## src/design/mmlcd_pkg.sv

```systemverilog
`timescale 1ns / 1ps

package mmlcd_pkg;

  // The frame has fourteen positions. Positions 0 to 12 are stored, and position 13 closes the frame.
  localparam int NibbleCount = 13;
  localparam logic [3:0] FramePosLast = 4'd13;

  typedef logic [3:0] nibble_t;
  typedef logic [6:0] seg_code_t;
  typedef logic [2:0] unit_code_t;

  // These are the seven-segment patterns for the numerals 0 through 9.
  localparam seg_code_t SegCodes [10] = '{
    7'h7d, 7'h05, 7'h5b, 7'h1f, 7'h27, 7'h3e, 7'h7e, 7'h15, 7'h7f, 7'h3f
  };

  // This is the overload ("OL") pattern in nibbles 3 through 6.
  localparam logic [2:0] OvlNib3 = 3'h7;
  localparam nibble_t    OvlNib4 = 4'hd;
  localparam logic [2:0] OvlNib5 = 3'h6;
  localparam nibble_t    OvlNib6 = 4'h8;

  localparam unit_code_t UnitFarad   = 3'd0;
  localparam unit_code_t UnitOhm     = 3'd1;
  localparam unit_code_t UnitAmp     = 3'd2;
  localparam unit_code_t UnitHertz   = 3'd3;
  localparam unit_code_t UnitVolt    = 3'd4;
  localparam unit_code_t UnitPercent = 3'd5;
  localparam unit_code_t UnitCelsius = 3'd6;
  localparam unit_code_t UnitUnknown = 3'd7;

  typedef struct packed {
    logic        hit;
    logic [3:0]  numeral;
  } seg_match_t;

  typedef struct packed {
    logic signed [14:0] reading;
    logic [1:0]         fraction_digits;
    logic               overload;
    logic               digit_error;
    logic               ac_mode;
    unit_code_t         unit_code;
  } result_t;

  // The function compares the code against all ten patterns in parallel.
  // A code that matches no pattern returns hit low.
  function automatic seg_match_t seg_lookup(input seg_code_t code);
    seg_match_t m;
    m.hit     = 1'b0;
    m.numeral = 4'd0;
    for (int i = 0; i < 10; i++) begin
      if (SegCodes[i] == code) begin
        m.hit     = 1'b1;
        m.numeral = 4'(i);
      end
    end
    return m;
  endfunction

endpackage

```

## src/design/mmlcd_decode.sv

```systemverilog
`timescale 1ns / 1ps

module mmlcd_decode (
  input  mmlcd_pkg::nibble_t frame_nibbles [mmlcd_pkg::NibbleCount],
  input  mmlcd_pkg::nibble_t last_nibble,
  output mmlcd_pkg::result_t result
);

  mmlcd_pkg::seg_match_t match [4];
  logic [13:0]           magnitude;
  logic                  any_miss;
  logic                  ovl_hit;
  logic [1:0]            frac;
  logic signed [14:0]    signed_mag;

  always_comb begin
    for (int k = 0; k < 4; k++) begin
      match[k] = mmlcd_pkg::seg_lookup({frame_nibbles[1 + 2 * k][2:0],
                                        frame_nibbles[2 + 2 * k]});
    end
    any_miss = !(match[0].hit && match[1].hit && match[2].hit && match[3].hit);

    magnitude = 14'(match[0].numeral) * 14'd1000 + 14'(match[1].numeral) * 14'd100
              + 14'(match[2].numeral) * 14'd10 + 14'(match[3].numeral);

    ovl_hit = (frame_nibbles[3][2:0] == mmlcd_pkg::OvlNib3) &&
              (frame_nibbles[4] == mmlcd_pkg::OvlNib4) &&
              (frame_nibbles[5][2:0] == mmlcd_pkg::OvlNib5) &&
              (frame_nibbles[6] == mmlcd_pkg::OvlNib6);

    // When several decimal points are lit, the first one lit takes effect.
    if (frame_nibbles[3][3]) begin
      frac = 2'd3;
    end else if (frame_nibbles[5][3]) begin
      frac = 2'd2;
    end else if (frame_nibbles[7][3]) begin
      frac = 2'd1;
    end else begin
      frac = 2'd0;
    end

    signed_mag = $signed({1'b0, magnitude});

    result = '0;
    if (ovl_hit) begin
      result.overload = 1'b1;
      result.reading  = -15'sd1;
    end else if (any_miss) begin
      result.digit_error = 1'b1;
    end else begin
      result.fraction_digits = frac;
      result.reading         = frame_nibbles[1][3] ? -signed_mag : signed_mag;
    end

    result.ac_mode = frame_nibbles[0][3];

    if (frame_nibbles[11][3]) begin
      result.unit_code = mmlcd_pkg::UnitFarad;
    end else if (frame_nibbles[11][2]) begin
      result.unit_code = mmlcd_pkg::UnitOhm;
    end else if (frame_nibbles[12][3]) begin
      result.unit_code = mmlcd_pkg::UnitAmp;
    end else if (frame_nibbles[12][1]) begin
      result.unit_code = mmlcd_pkg::UnitHertz;
    end else if (frame_nibbles[12][2]) begin
      result.unit_code = mmlcd_pkg::UnitVolt;
    end else if (frame_nibbles[10][2]) begin
      result.unit_code = mmlcd_pkg::UnitPercent;
    end else if (last_nibble[0]) begin
      result.unit_code = mmlcd_pkg::UnitCelsius;
    end else begin
      result.unit_code = mmlcd_pkg::UnitUnknown;
    end
  end

endmodule

```

## src/design/multimeter_lcd_frame_decoder_top.sv

```systemverilog
`timescale 1ns / 1ps

// This block decodes the 14-byte LCD frame of a multimeter. Each input word carries one
// frame byte in in_tdata and that byte's position (0 to 13) in in_tuser. Only the low
// nibble of each byte is used. Positions 0 to 12 go into a 13-entry nibble register file.
// These words produce no result. A word at position 13 completes the frame and produces
// one result word. That word carries the signed four-digit reading, the number of
// fraction digits, the overload flag (the reading is then -1), a digit error flag for a
// segment pattern that matches no numeral (the reading and the fraction digits are then
// 0), the AC flag, and the unit code. Positions 14 and 15 are ignored.
//
// The block accepts one word per clock while in_tready is high. The decode is a single
// combinational pass from the nibble registers and the incoming byte into the result
// register, or into the skid register when the output is stalled. The output has a result
// register and a one-entry skid register. in_tready drops only while the skid register
// holds a result, which happens only after a result has waited on a stalled output
// during a second frame end.
//
// Fields read from a position that has not been written since reset are undefined.
module multimeter_lcd_frame_decoder_top (
  input  logic        clk,
  input  logic        rst_n,

  input  logic        in_tvalid,
  output logic        in_tready,
  input  logic [7:0]  in_tdata,   // [7:0] frame_byte
  input  logic [3:0]  in_tuser,   // [3:0] byte_position

  output logic        out_tvalid,
  input  logic        out_tready,
  output logic [23:0] out_tdata   // [14:0] reading, [16:15] fraction_digits,
                                  // [17] overload, [18] digit_error, [19] ac_mode,
                                  // [22:20] unit_code, [23] zero
);

  mmlcd_pkg::nibble_t nib_r [mmlcd_pkg::NibbleCount];
  mmlcd_pkg::result_t decoded;
  mmlcd_pkg::result_t out_data_r, out_data_nxt;
  mmlcd_pkg::result_t skid_data_r, skid_data_nxt;
  logic               out_valid_r, out_valid_nxt;
  logic               skid_valid_r, skid_valid_nxt;
  logic               in_fire;
  logic               store_fire;
  logic               result_fire;

  assign in_tready   = !skid_valid_r;
  assign in_fire     = in_tvalid && in_tready;
  assign store_fire  = in_fire && (in_tuser < 4'(mmlcd_pkg::NibbleCount));
  assign result_fire = in_fire && (in_tuser == mmlcd_pkg::FramePosLast);

  // The nibble register file has no reset. Each entry holds the last nibble written at
  // its position.
  always_ff @(posedge clk) begin
    if (store_fire) begin
      nib_r[in_tuser] <= in_tdata[3:0];
    end
  end

  // The closing byte's own nibble goes into the decode directly, because bit 0 of that
  // nibble selects Celsius.
  mmlcd_decode u_decode (
    .frame_nibbles (nib_r),
    .last_nibble   (in_tdata[3:0]),
    .result        (decoded)
  );

  // The output has two stages. The result register feeds the port. The skid register
  // catches a result that arrives while the result register is full and stalled.
  always_comb begin
    out_valid_nxt  = out_valid_r;
    skid_valid_nxt = skid_valid_r;
    out_data_nxt   = out_data_r;
    skid_data_nxt  = skid_data_r;
    if (out_valid_r && out_tready) begin
      if (skid_valid_r) begin
        out_data_nxt   = skid_data_r;
        skid_valid_nxt = 1'b0;
      end else if (result_fire) begin
        out_data_nxt = decoded;
      end else begin
        out_valid_nxt = 1'b0;
      end
    end else if (!out_valid_r) begin
      if (result_fire) begin
        out_data_nxt  = decoded;
        out_valid_nxt = 1'b1;
      end
    end else begin
      if (result_fire) begin
        skid_data_nxt  = decoded;
        skid_valid_nxt = 1'b1;
      end
    end
  end

  always_ff @(posedge clk) begin
    if (!rst_n) begin
      out_valid_r  <= 1'b0;
      skid_valid_r <= 1'b0;
    end else begin
      out_valid_r  <= out_valid_nxt;
      skid_valid_r <= skid_valid_nxt;
    end
  end

  always_ff @(posedge clk) begin
    out_data_r  <= out_data_nxt;
    skid_data_r <= skid_data_nxt;
  end

  assign out_tvalid = out_valid_r;
  assign out_tdata  = {1'b0, out_data_r.unit_code, out_data_r.ac_mode,
                       out_data_r.digit_error, out_data_r.overload,
                       out_data_r.fraction_digits, out_data_r.reading};

`ifndef SYNTHESIS
  // The skid register fills only while the result register is full.
  a_skid_implies_out: assert property (@(posedge clk) disable iff (!rst_n)
    skid_valid_r |-> out_valid_r)
    else $error("skid register holds a result while the output register is empty");

  // A frame end that meets a full, stalled output must be caught by the skid register.
  a_stall_catches: assert property (@(posedge clk) disable iff (!rst_n)
    (result_fire && out_valid_r && !out_tready) |=> skid_valid_r)
    else $error("result lost on a stalled output");

  // An overload result has a reading of -1 and no digit error.
  a_overload_form: assert property (@(posedge clk) disable iff (!rst_n)
    (out_valid_r && out_data_r.overload) |->
      (out_data_r.reading == -15'sd1 && !out_data_r.digit_error &&
       out_data_r.fraction_digits == 2'd0))
    else $error("overload result is malformed");

  // A digit error result has a zero reading and no fraction digits.
  a_digit_error_form: assert property (@(posedge clk) disable iff (!rst_n)
    (out_valid_r && out_data_r.digit_error) |->
      (out_data_r.reading == 15'sd0 && out_data_r.fraction_digits == 2'd0))
    else $error("digit error result carries a reading");
`endif

endmodule

```

## config.mk

```make
export PLATFORM = sky130hd
export DESIGN_NAME = multimeter_lcd_frame_decoder_top
export DESIGN_NICKNAME = d
export VERILOG_FILES = /design/src/design/mmlcd_pkg.sv /design/src/design/mmlcd_decode.sv /design/src/design/multimeter_lcd_frame_decoder_top.sv
export SDC_FILE = /design/constraint.sdc
export NUM_CORES = 1
export LEC_CHECK = 0
export BUFFER_PORTS_ARGS = -buffer_cell sky130_fd_sc_hd__buf_4
export CAP_MARGIN = 20
export CORE_UTILIZATION = 56
export CTS_BUF_LIST = sky130_fd_sc_hd__clkbuf_16
export CTS_CLUSTER_SIZE = 10
export DETAILED_ROUTE_END_ITERATION = 8
export PLACE_DENSITY_LB_ADDON = 0.1
export REMOVE_ABC_BUFFERS = 1
export SLEW_MARGIN = 25
export SYNTH_ARGS = -nofsm -noshare
export SYNTH_HDL_FRONTEND = slang
export SYNTH_SLANG_ARGS = --single-unit
```

## constraint.sdc

```tcl
create_clock -name clk -period 6.1 [get_ports clk]
set_input_delay 0.61 -clock clk [delete_from_list [all_inputs] [get_ports clk]]
set_output_delay 0.61 -clock clk [all_outputs]
set_load 0.005 [all_outputs]
```

==> reports/summary.json <==
{
  "status": "finished clean",
  "critical_path.n_buffers_inverters": 3,
  "average_footprint_of_a_synthesized_cell_um2": 10.1,
  "synthCells": 596,
  "cp.required_ns": 6.19,
  "clk_root_buffer_cell": "sky130_fd_sc_hd__clkbuf_16",
  "routability_congestion": 0.792,
  "worst_clock_skew_ns": 0.00916,
  "cp_slowest_cell": "sky130_fd_sc_hd__edfxtp_1",
  "power_frac_clock_pct": 39.2,
  "first_iter_violations": 218,
  "yosysSeqAreaShare_pct": 43.2,
  "worst_path_largest_cell_delay_ns": 0.51,
  "async_flop_share_pct": 0,
  "number_of_vias_in_the_routed_layout": 4513,
  "grt_pass1_vias": 4247,
  "layout_common_cells": "sky130_fd_sc_hd__edfxtp_1, sky130_fd_sc_hd__nand2_1, sky130_fd_sc_hd__buf_4",
  "die_width_um": 105,
  "timing.critical_path.fanout_max": 8,
  "setup.worst_path.end_class": "register",
  "static-leakage-power_nw": 2.92,
  "max-slew-margin-rel_pct": 43.2,
  "arrival_ns": 6.00,
  "worst_path_dominant_cell_family": "adder cells",
  "postSynthRegisterBits": 87,
  "cts.sinks": 87,
  "post_route_clock_period_utilization_pct": 96.9,
  "final_common_cell": "sky130_fd_sc_hd__edfxtp_1",
  "max-vdd-ir-drop_mv": 0.257,
  "synth_area_leader_cell": "sky130_fd_sc_hd__edfxtp_1",
  "cap_viol_max_count": 0,
  "r2r_setup_slack_ns": 0.19,
  "drc_errors": 0,
  "final_layout_size_suffix_gt1_share_pct": 15.4,
  "yosys_warnings": 0,
  "vias_per_cell": 5.76,
  "grt_antenna_before_repair": 0,
  "timing.setup.critical_path_class": "register to register",
  "numCtsBuffers": 9,
  "clkLatencyLatePin_ns": 0.34,
  "number_of_pins_exceeding_their_max_slew_limit_in_the_final_report": 0,
  "final_hold_viol_count": 0,
  "power_share_of_the_combinational_group_pct": 10.9,
  "area_growth_syn_to_layout_pct": 15.7,
  "maxClockFrequency_mhz": 169,
  "grt_pass1_wl_mm": 20.1,
  "worst_slew_pin_slew_ns": 0.849,
  "detail_route.wirelength_mm": 12.2,
  "worst_setup_hold_path_clk_slew_ns": 0.07,
  "yosysTopAreaCellShare_pct": 42.6,
  "cts_tree": "built",
  "leftover_overflow_at_the_end_of_global_routing": 0,
  "period_needed_ns": 5.91,
  "critical_path.most_common_cell": "sky130_fd_sc_hd__ha_1",
  "drt-wirelength-per-cell_um": 15.5,
  "power_density_over_the_cells_nw_per_um2": 211,
  "ff2ff_path_depth": 21,
  "netSwitchingFraction_pct": 23.6,
  "hp-class": "register to register",
  "placement_rows": 37,
  "synth_enable_flop_cells": 85,
  "cell_area_synth_um2": 6000,
  "cts-htree-levels": 3,
  "internal-power_mw": 1.12,
  "rr_endpoint": "skid_data_r[22]",
  "antenna_violating_nets_post_route": 0,
  "worstSetupEndpoint": "skid_data_r[22]",
  "min_from": "nib_r[51]",
  "cp_num_cells": 21,
  "netlist_top_cells_area": "sky130_fd_sc_hd__edfxtp_1, sky130_fd_sc_hd__ha_1, sky130_fd_sc_hd__fa_1",
  "postLayoutCellArea_um2": 6940,
  "cts-hold-fix-buffers": 0,
  "die-height_um": 105,
  "p_sw_mw": 0.345,
  "ys_types": 62,
  "fillCellCount": 837,
  "place_hpwl_mm": 8.95,
  "worstReg2RegStart": "nib_r[45]",
  "globalRouteTotalUtil_pct": 22.8,
  "ios": 42,
  "setup.worst_path.start_class": "register",
  "final_net_count": 724,
  "cts_max_path_buffers": 2,
  "pin_count_of_the_biggest_net_entering_global_routing": 27,
  "port_buffer_count": 36,
  "timing.setup.tns_ns": 0,
  "cp-startpoint": "nib_r[45]",
  "worstPathCellList": "nor2b_1, a21oi_1, nor4b_2, o21ai_1, buf_4, fa_1, buf_4, fa_1, inv_1, ha_1, a21oi_2, xnor2_1, ha_1, ha_1, ha_2, nand2_1, o31ai_1, xor2_1, or3_1, o311a_1, or2_1",
  "power.sequential.fraction_pct": 49.9,
  "finalSetupViolations": 0,
  "antenna-diode-count": 0,
  "fp.coreArea_um2": 10400,
  "design.die.area_um2": 11100,
  "initial_utilization_pct": 57.8,
  "dpl-instance-area_um2": 6440,
  "synth_top_flop_cell": "sky130_fd_sc_hd__edfxtp_1",
  "drt_pre_antenna_iters": 5
}
[power by group through the flow]
stage	Clock, mW	Combinational (mW)	Sequential (mW)
after global routing	0.604	0.177	0.735
after floorplan	0	0.0740	0.740
after detailed placement	0	0.156	0.743
final	0.573	0.160	0.730
after global placement	0	0.152	0.741
after CTS	0.582	0.156	0.730
[cell families after synthesis]
logic type,share of synthesized area (%)
xor gates and xnor gates,4.82
and+or+nand+nor,18.2
muxes,1.69
AOI/OAI and AO/OA,12.8
buffers and inverters,3.59
DFF,43.2
other,0.0625
adders and majority gates,15.7
[per-layer routing]
layer / GRT usage, % / wire [um]
met5: 0 / 0
met4: 6.14 / 106
met3: 3.65 / 337
met2: 38.3 / 6010
met1: 30.8 / 5720
[synthesized netlist by cell type (11+ instances only)]
| cell type | n |
|---|---|
| sky130_fd_sc_hd__inv_1 | 37 |
| sky130_fd_sc_hd__clkbuf_1 | 15 |
| sky130_fd_sc_hd__fa_1 | 17 |
| sky130_fd_sc_hd__nor2_1 | 55 |
| sky130_fd_sc_hd__nand2b_1 | 11 |
| sky130_fd_sc_hd__edfxtp_1 | 85 |
| sky130_fd_sc_hd__ha_1 | 48 |
| sky130_fd_sc_hd__o21ai_0 | 31 |
| sky130_fd_sc_hd__xnor2_1 | 21 |
| sky130_fd_sc_hd__o21ai_1 | 20 |
| sky130_fd_sc_hd__xor2_1 | 12 |
| sky130_fd_sc_hd__nor3_1 | 13 |
| sky130_fd_sc_hd__nand2_1 | 68 |
| sky130_fd_sc_hd__a21oi_1 | 29 |
[stage by stage]
stage	instances	hold WS, ns	setup WS, ns	utilization (%)	power (mW)
2_1_floorplan	577	0.426	0.0272	-	0.814
3_3_place_gp	760	0.433	0.108	62.2	0.893
3_5_place_dp	760	0.442	0.00559	62.2	0.899
4_1_cts	777	0.456	0.0281	65.2	1.47
5_1_grt	784	0.479	-0.0147	66.9	1.52
6_report	784	0.452	0.191	66.9	1.46
[flip-flops by register name, indices dropped and copies added, names as in the netlist]
register,cells
skid_valid_r,1
nib_r,39
skid_data_r,23
out_tvalid,1
out_tdata,23
[timing repair]
item                                    4_1_cts  5_1_grt
endpoints found under the setup margin        2        8
pin swaps                                     0        4
endpoints found under the hold margin         0        0
setup buffers                                 1        7
gates cloned                                  0        0
resized for setup                             0       22
[worst min path at each step]
stage,end,slack [ns],cells past startpoint
3_5_place_dp,skid_data_r[3],0.44,0
5_1_grt,skid_valid_r,0.48,2
6_report,skid_data_r[3],0.45,0
3_3_place_gp,skid_data_r[3],0.43,0
2_1_floorplan,skid_data_r[3],0.43,0
4_1_cts,skid_data_r[3],0.46,0
[area by class of cell]
| cell class | instances | area, um2 | area share [%] |
|---|---|---|---|
| clock buffer | 9 | 225 | 3.25 |
| sequential | 87 | 2590 | 37.4 |
| timing repair buffer | 55 | 413 | 5.95 |
| tap | 136 | 170 | 2.45 |
| multi-input combinational | 453 | 3310 | 47.7 |
| inverter | 37 | 139 | 2.00 |
| clock inverter | 7 | 86.3 | 1.24 |
(Power assumes the default switching activity.)
